--- src/rtl/core/lppv_pkg.sv ---
// ----------------------------------------------------------------------------
// lppv_pkg
// shared types and constants of the length-prefixed path validator
// ----------------------------------------------------------------------------
package lppv_pkg;

  localparam int PADDR_W = 3;
  localparam int PDATA_W = 32;

  localparam int FIFO_DEPTH = 4;
  localparam int FIFO_AW    = $clog2(FIFO_DEPTH);

  // register index, taken from paddr[2]
  localparam logic REG_MAX_COMPONENTS  = 1'b0;
  localparam logic REG_MAX_NAME_LENGTH = 1'b1;

  localparam logic [15:0] MAX_COMPONENTS_RST  = 16'd64;
  localparam logic [7:0]  MAX_NAME_LENGTH_RST = 8'd255;

  localparam logic [7:0] CHAR_DOT    = 8'h2E;
  localparam logic [7:0] CHAR_SLASH  = 8'h2F;
  localparam logic [7:0] CHAR_BSLASH = 8'h5C;
  localparam logic [7:0] CHAR_NUL    = 8'h00;

  localparam logic KIND_NAME    = 1'b0;
  localparam logic KIND_VERDICT = 1'b1;

  typedef struct packed {
    logic [7:0] data_byte;
    logic       last_byte;
  } in_word_t;

  typedef struct packed {
    logic        out_kind;
    logic [7:0]  name_byte;
    logic [15:0] component_index;
    logic        component_end;
    logic        path_ok;
    logic [15:0] component_count;
    logic        end_of_run;
  } out_word_t;

  typedef struct packed {
    logic [1:0] count;
    out_word_t  word0;
    out_word_t  word1;
  } push_t;

endpackage

--- src/rtl/core/lppv_parser.sv ---
// ----------------------------------------------------------------------------
// lppv_parser
// per-byte parse state and result word generation
// ----------------------------------------------------------------------------
module lppv_parser (
  input  logic                 clk,
  input  logic                 rst,
  input  logic                 fire,
  input  lppv_pkg::in_word_t   in_word,
  input  logic [15:0]          max_components,
  input  logic [7:0]           max_name_length,
  output lppv_pkg::push_t      push
);

  localparam logic [2:0] PH_CNT_HI = 3'd0;
  localparam logic [2:0] PH_CNT_LO = 3'd1;
  localparam logic [2:0] PH_RES0   = 3'd2;
  localparam logic [2:0] PH_RES1   = 3'd3;
  localparam logic [2:0] PH_LEN    = 3'd4;
  localparam logic [2:0] PH_NAME   = 3'd5;
  localparam logic [2:0] PH_DONE   = 3'd6;

  logic [2:0]  phase, phase_next;
  logic [15:0] declared_count, declared_count_next;
  logic [15:0] components_done, components_done_next;
  logic [7:0]  name_length, name_length_next;
  logic [7:0]  name_position, name_position_next;
  logic [1:0]  dot_flags, dot_flags_next;
  logic        rejected, rejected_next;

  logic [7:0]  b;
  logic [7:0]  pos_inc;
  logic [15:0] done_inc;
  logic        name_end;
  logic        fwd;
  logic        ok;
  lppv_pkg::out_word_t fwd_word;
  lppv_pkg::out_word_t verdict_word;

  assign b        = in_word.data_byte;
  assign pos_inc  = name_position + 8'd1;
  assign done_inc = components_done + 16'd1;
  assign name_end = (pos_inc == name_length);
  assign fwd      = !rejected && (phase == PH_NAME);

  always_comb begin
    phase_next           = phase;
    declared_count_next  = declared_count;
    components_done_next = components_done;
    name_length_next     = name_length;
    name_position_next   = name_position;
    dot_flags_next       = dot_flags;
    rejected_next        = rejected;
    if (!rejected) begin
      unique case (phase)
        PH_CNT_HI: begin
          declared_count_next = {b, 8'd0};
          phase_next          = PH_CNT_LO;
        end
        PH_CNT_LO: begin
          declared_count_next = {declared_count[15:8], b};
          if ({declared_count[15:8], b} > max_components) begin
            rejected_next = 1'b1;
          end else if ({declared_count[15:8], b} == 16'd0) begin
            phase_next = PH_DONE;
          end else begin
            phase_next = PH_RES0;
          end
        end
        PH_RES0: phase_next = PH_RES1;
        PH_RES1: phase_next = PH_LEN;
        PH_LEN: begin
          name_length_next   = b;
          name_position_next = 8'd0;
          dot_flags_next     = 2'b00;
          if (b == 8'd0 || b > max_name_length) begin
            rejected_next = 1'b1;
          end else begin
            phase_next = PH_NAME;
          end
        end
        PH_NAME: begin
          if (b == lppv_pkg::CHAR_DOT) begin
            if (name_position == 8'd0) begin
              dot_flags_next[0] = 1'b1;
            end else if (name_position == 8'd1) begin
              dot_flags_next[1] = 1'b1;
            end
          end
          if (b == lppv_pkg::CHAR_SLASH || b == lppv_pkg::CHAR_BSLASH ||
              b == lppv_pkg::CHAR_NUL) begin
            rejected_next = 1'b1;
          end
          name_position_next = pos_inc;
          if (name_end) begin
            // lone "." or ".."
            if (name_length == 8'd1 && dot_flags_next == 2'b01) begin
              rejected_next = 1'b1;
            end
            if (name_length == 8'd2 && dot_flags_next == 2'b11) begin
              rejected_next = 1'b1;
            end
            components_done_next = done_inc;
            phase_next = (done_inc == declared_count) ? PH_DONE : PH_RES0;
          end
        end
        default: ;
      endcase
    end
  end

  assign ok = !rejected_next && (phase_next == PH_DONE);

  always_comb begin
    fwd_word                 = '0;
    fwd_word.out_kind        = lppv_pkg::KIND_NAME;
    fwd_word.name_byte       = b;
    fwd_word.component_index = components_done;
    fwd_word.component_end   = name_end;
    fwd_word.end_of_run      = !in_word.last_byte;

    verdict_word                 = '0;
    verdict_word.out_kind        = lppv_pkg::KIND_VERDICT;
    verdict_word.path_ok         = ok;
    verdict_word.component_count = ok ? declared_count_next : 16'd0;
    verdict_word.end_of_run      = 1'b1;

    push = '0;
    if (fire) begin
      push.count = {1'b0, fwd} + {1'b0, in_word.last_byte};
      push.word0 = fwd ? fwd_word : verdict_word;
      push.word1 = verdict_word;
    end
  end

  always_ff @(posedge clk) begin
    if (rst) begin
      phase           <= PH_CNT_HI;
      declared_count  <= 16'd0;
      components_done <= 16'd0;
      name_length     <= 8'd0;
      name_position   <= 8'd0;
      dot_flags       <= 2'b00;
      rejected        <= 1'b0;
    end else if (fire) begin
      if (in_word.last_byte) begin
        // buffer end, start over
        phase           <= PH_CNT_HI;
        declared_count  <= 16'd0;
        components_done <= 16'd0;
        name_length     <= 8'd0;
        name_position   <= 8'd0;
        dot_flags       <= 2'b00;
        rejected        <= 1'b0;
      end else begin
        phase           <= phase_next;
        declared_count  <= declared_count_next;
        components_done <= components_done_next;
        name_length     <= name_length_next;
        name_position   <= name_position_next;
        dot_flags       <= dot_flags_next;
        rejected        <= rejected_next;
      end
    end
  end

endmodule

--- src/rtl/core/lppv_out_fifo.sv ---
// ----------------------------------------------------------------------------
// lppv_out_fifo
// result queue taking up to two words per cycle and giving one on out_ready
// ----------------------------------------------------------------------------
module lppv_out_fifo (
  input  logic                 clk,
  input  logic                 rst,
  input  lppv_pkg::push_t      push,
  output logic                 room,
  output logic                 out_valid,
  input  logic                 out_ready,
  output lppv_pkg::out_word_t  out_word
);

  localparam int AW = lppv_pkg::FIFO_AW;
  localparam int CW = AW + 1;

  lppv_pkg::out_word_t mem [lppv_pkg::FIFO_DEPTH];
  logic [AW-1:0] wr_ptr, rd_ptr;
  logic [CW-1:0] count, count_next;
  logic          pop;
  logic [AW-1:0] wr_ptr1;

  assign pop       = out_valid && out_ready;
  assign out_valid = (count != '0);
  assign out_word  = mem[rd_ptr];
  assign room      = (count <= CW'(lppv_pkg::FIFO_DEPTH - 2));
  assign wr_ptr1   = wr_ptr + AW'(1);
  assign count_next = count + CW'(push.count) - CW'(pop);

  always_ff @(posedge clk) begin
    if (push.count != 2'd0) begin
      mem[wr_ptr] <= push.word0;
    end
    if (push.count == 2'd2) begin
      mem[wr_ptr1] <= push.word1;
    end
  end

  always_ff @(posedge clk) begin
    if (rst) begin
      wr_ptr <= '0;
      rd_ptr <= '0;
      count  <= '0;
    end else begin
      wr_ptr <= wr_ptr + AW'(push.count);
      if (pop) begin
        rd_ptr <= rd_ptr + AW'(1);
      end
      count <= count_next;
    end
  end

endmodule

--- src/rtl/core/length_prefixed_path_validator.sv ---
// ----------------------------------------------------------------------------
// length_prefixed_path_validator
// parses a length-prefixed path byte stream, forwards name bytes, gives a verdict
// ----------------------------------------------------------------------------
// throughput: one input word per cycle while in_ready is high, written into the
//   output queue at the edge that accepts it; a word that ends a name and the
//   buffer gives two result words, which leave the 4-word queue one per cycle
//   while out_ready is high; in_ready drops while fewer than two entries are free
// reset: synchronous rst clears the parse state and queue, registers to defaults
module length_prefixed_path_validator (
  input  logic                                clk,
  input  logic                                rst,
  input  logic                                in_valid,
  output logic                                in_ready,
  input  lppv_pkg::in_word_t                  in_word,
  output logic                                out_valid,
  input  logic                                out_ready,
  output lppv_pkg::out_word_t                 out_word,
  input  logic                                psel,
  input  logic                                penable,
  input  logic                                pwrite,
  input  logic [lppv_pkg::PADDR_W-1:0]        paddr,
  input  logic [lppv_pkg::PDATA_W-1:0]        pwdata,
  output logic [lppv_pkg::PDATA_W-1:0]        prdata,
  output logic                                pready
);

  logic [15:0]     max_components;
  logic [7:0]      max_name_length;
  logic            fire;
  logic            room;
  lppv_pkg::push_t push;

  assign pready   = 1'b1;
  assign in_ready = room;
  assign fire     = in_valid && in_ready;

  always_ff @(posedge clk) begin
    if (rst) begin
      max_components  <= lppv_pkg::MAX_COMPONENTS_RST;
      max_name_length <= lppv_pkg::MAX_NAME_LENGTH_RST;
    end else if (psel && penable && pwrite && pready) begin
      unique case (paddr[2])
        lppv_pkg::REG_MAX_COMPONENTS:  max_components  <= pwdata[15:0];
        lppv_pkg::REG_MAX_NAME_LENGTH: max_name_length <= pwdata[7:0];
        default: ;
      endcase
    end
  end

  always_comb begin
    unique case (paddr[2])
      lppv_pkg::REG_MAX_COMPONENTS:  prdata = {16'd0, max_components};
      lppv_pkg::REG_MAX_NAME_LENGTH: prdata = {24'd0, max_name_length};
      default:                       prdata = '0;
    endcase
  end

  lppv_parser u_parser (
    .clk             (clk),
    .rst             (rst),
    .fire            (fire),
    .in_word         (in_word),
    .max_components  (max_components),
    .max_name_length (max_name_length),
    .push            (push)
  );

  lppv_out_fifo u_out_fifo (
    .clk       (clk),
    .rst       (rst),
    .push      (push),
    .room      (room),
    .out_valid (out_valid),
    .out_ready (out_ready),
    .out_word  (out_word)
  );

endmodule

--- config.mk ---
export PLATFORM = sky130hd
export DESIGN_NAME = length_prefixed_path_validator
export DESIGN_NICKNAME = d
export VERILOG_FILES = /design/src/rtl/core/lppv_pkg.sv /design/src/rtl/core/lppv_parser.sv /design/src/rtl/core/lppv_out_fifo.sv /design/src/rtl/core/length_prefixed_path_validator.sv
export SDC_FILE = /design/constraint.sdc
export NUM_CORES = 1
export LEC_CHECK = 0
export ABC_AREA = 0
export BUFFER_PORTS_ARGS = -buffer_cell sky130_fd_sc_hd__buf_2
export CORE_MARGIN = 2
export CORE_UTILIZATION = 50
export CTS_CLUSTER_DIAMETER = 100
export DETAILED_ROUTE_END_ITERATION = 8
export GPL_TIMING_DRIVEN = 0
export PLACE_DENSITY = 0.66
export SETUP_SLACK_MARGIN = 0.1
export SLEW_MARGIN = 15
export SYNTH_ARGS = -nofsm -noshare
export SYNTH_HDL_FRONTEND = slang
export SYNTH_SLANG_ARGS = --single-unit
--- constraint.sdc ---
create_clock -name clk -period 6.1 [get_ports clk]
set_input_delay 1.22 -clock clk [delete_from_list [all_inputs] [get_ports clk]]
set_output_delay 1.22 -clock clk [all_outputs]
set_load 0.05 [all_outputs]
==> metrics <==
Final Cycle Share 81.50%; worst skew pair latency 0.55 ns; Worst path max stage delay 0.77 ns; CP startpoint kind flop; worst hold slack around 0.46 ns; outcome complete, but fails checks; crit-path max FO 20; Avg Cell Area, Syn around 9.9 µm²; hpwl dp 27.10 mm; endpoints failing setup 0; Die X 167.2 µm; Hold Path Depth 2; Vias/cell 6.215; violated checks DRC; post-route ant nets 0; clk slew on worst S/H paths roughly 0.060 ns; worst path cell trace clkbuf_1 > nand3b_1 > nor2_1 > ha_1 > nand2b_1 > a21oi_1 > nand2_1 > inv_1 > nand2_1 > clkbuf_1 > nor2_1 > nor4b_1; MaxCap Viol Count 0; Core ar. ~0.026 mm²; Worst EP required 6.42 ns; Port Buffer Count 93; Finished Layout Cells ~1800; Post-synth EDFFs 76; H-tree depth 1; commonest non-fill, non-tap cell in the layout dfxtp_1; fin. max-slew vios 0; first-pass GRT wire length 60.01 mm; Layout Cell Area excl Fill between 0.015 and 0.02 mm²; area grow syn2layout 14.20%; min Tclk post-route 4.972 ns; Die Y 167.2 µm; Worst EP arrival between 5 and 6 ns; Filler cells approximately 2300; CTS root buf clkbuf_16; placed inst area 0.01426 mm²; die area approximately 0.028 mm²; ANT cells 0; leak pwr 5.266 nW; worst slack at placement 1.275 ns; WL final ~38 mm; number of synthesis warnings 0; Setup CP Type reg2reg; commonest non-fill, non-tap cells in the layout 187 x dfxtp_1, 141 x nor2_1, 127 x nand2_1, 104 x buf_2, 101 x clkbuf_1; post-synthesis async set-or-reset flop share 0%; Final Wtd Congestion 0.8960; post-synthesis xor/xnor area fraction 2.470%; peak supply drop 0.1585 mV; Overall Global Routing Usage roughly 27%; largest family of logic cells by synthesized area simple AND/OR/NAND/NOR gates; top cells by area, synth dfxtp_1 28%, edfxtp_1 17%, a32o_1 7.4%, mux4_2 7.4%, nor2_1 4.0%; Setup TNS Final 0 ns; maximum clock skew at final layout 0.008380 ns; floorplan row count 59; CTS Hold Bufs 0; Worst R2R Start u_parser.phase[2]$_SDFFE_PP0P_; clk sinks 263; cell count after placement 1789; Synth Flop Type dfxtp_1; RSZ-0062 raised after global routing no; CTS buffer count 28; Worst Setup Slack, final 1.128 ns; Synth Area in Compound Gates 16.05%; critical path startpoint u_parser.phase[2]$_SDFFE_PP0P_; Mapped Area 0.01332 mm²; CTS tree yes; post-synth top area cell dfxtp_1; routed vias between 10000 and 15000; slowest CP cell inv_1; Overflow after GRT 0; r2r worst-path depth 12; Max Clock Freq 0.2011 GHz; Longest Clk Path Bufs 3; total power 4.607 mW; layout cell share with drive strength beyond 1 15.34%; FF+latch area 0.006026 mm²; Ports 130; largest net degree at the start of global routing 21; Wirelength per Cell 20.86 µm; Post-CTS Setup Bufs 0; area of the multi-input gates 0.006529 mm²; Worst-Margin Slew roughly 1.0 ns; Netlist cell types 67; Synth Instances 1346; Synth Area in Adders about 3.3%; power per cell area just over 300 mW/mm²; post-layout util 58.23%; Final Hold Viols 0; post-synth top area share 28.10%; post-synthesis mux area share 8.264%; NumNets Final between 1500 and 2000; Hold WC Path Type reg2reg; DRT iter0 DRCs roughly 1200; Post-Synth Simple-Gate Area 18.40%; initial antenna violation count 0; hold path start max_components[11]$_SDFFE_PP0P_; Initial Util 50.99%; DR DRC count 5; Max-slew headroom between 30% and 40%; DRT Pass-1 Iters 7; Post-CTS Resized 0; vias in the first global route 10680; Seq/Total Area, Yosys 45.22%; FF+latch count, synth about 260; crit path capture type flop
area by class of cell:
| class | count | share of cell area (%) |
|---|---|---|
| buffer | 146 | 4.194 |
| timing repair buffer | 93 | 3.059 |
| multi-input combinational | 902 | 42.91 |
| clock buffer | 32 | 5.041 |
| sequential | 263 | 39.60 |
| tap | 335 | 2.755 |
| inverter | 50 | 1.233 |
| clock inverter | 20 | 1.209 |
routing by layer:
metal | GRT usage [%] | vias up | share of wire [%]
met4 | 7.297 | 0 | 2.2
met1 | 36.84 | 5647 | 43
met3 | 3.498 | 62 | 6.8
li1 | - | 5284 | -
met5 | 0 | - | 0
met2 | 45.01 | 449 | 48
worst max-delay path, delay by kind of cell, from the launching register on:
family | cells | cell delay (ns)
flip-flops | 1 | 0.33
AO/OA/AOI/OAI | 1 | 0.19
buffers and inverters | 3 | 1.49
adder cells (fa/ha/maj) | 1 | 0.41
AND/OR/NAND/NOR | 7 | 2.31
cells by family (layout without fill, tap and decap cells):
kind of cell,Yosys count,in the layout
AND/OR/NAND/NOR,474,474
XOR/XNOR,36,36
other,2,17
adder cells (fa/ha/maj),35,35
AO/OA/AOI/OAI,286,286
buffers and inverters,196,341
flip-flops,263,263
multiplexers,54,54
power breakdown:
group          switching (mW)  internal (mW)  total [mW]
logic                   0.696          0.298       0.994
clock network           0.735          0.993        1.73
registers              0.0379           1.85        1.88
total                    1.47           3.14        4.61
worst paths after layout:
| kind | end | slack, ns |
|---|---|---|
| setup reg to reg | u_out_fifo.mem[3][13]$_DFFE_PP_ | 1.13 |
| setup / recovery | u_out_fifo.mem[3][13]$_DFFE_PP_ | 1.13 |
| hold reg to reg | max_components[11]$_SDFFE_PP0P_ | 0.46 |
| hold / removal | max_components[11]$_SDFFE_PP0P_ | 0.46 |
registers in the layout (all words and copies together) (netlist names), named ones only:
name,count
max_components,16
max_name_length,8
u_out_fifo.count,3
u_out_fifo.mem,176
u_out_fifo.rd_ptr,2
u_out_fifo.wr_ptr,2
u_parser.components_done,16
u_parser.declared_count,16
u_parser.dot_flags,2
u_parser.name_length,8
u_parser.name_position,8
u_parser.phase,3
u_parser.rejected,1
Yosys cell counts (all sizes together), types with 9 or more instances:
master	count
dfxtp	187
nor2	141
nand2	127
clkbuf	102
a32o	99
edfxtp	76
a21oi	63
nor4b	54
inv	50
o21ai	47
buf	44
mux4	44
ha	34
nor4	27
nand3	25
xnor2	24
nor3	18
a22oi	16
nand4	15
a31oi	13
o211ai	13
and3	11
nand3b	11
xor2	11
nor3b	9
(Power assumes the default switching activity.)
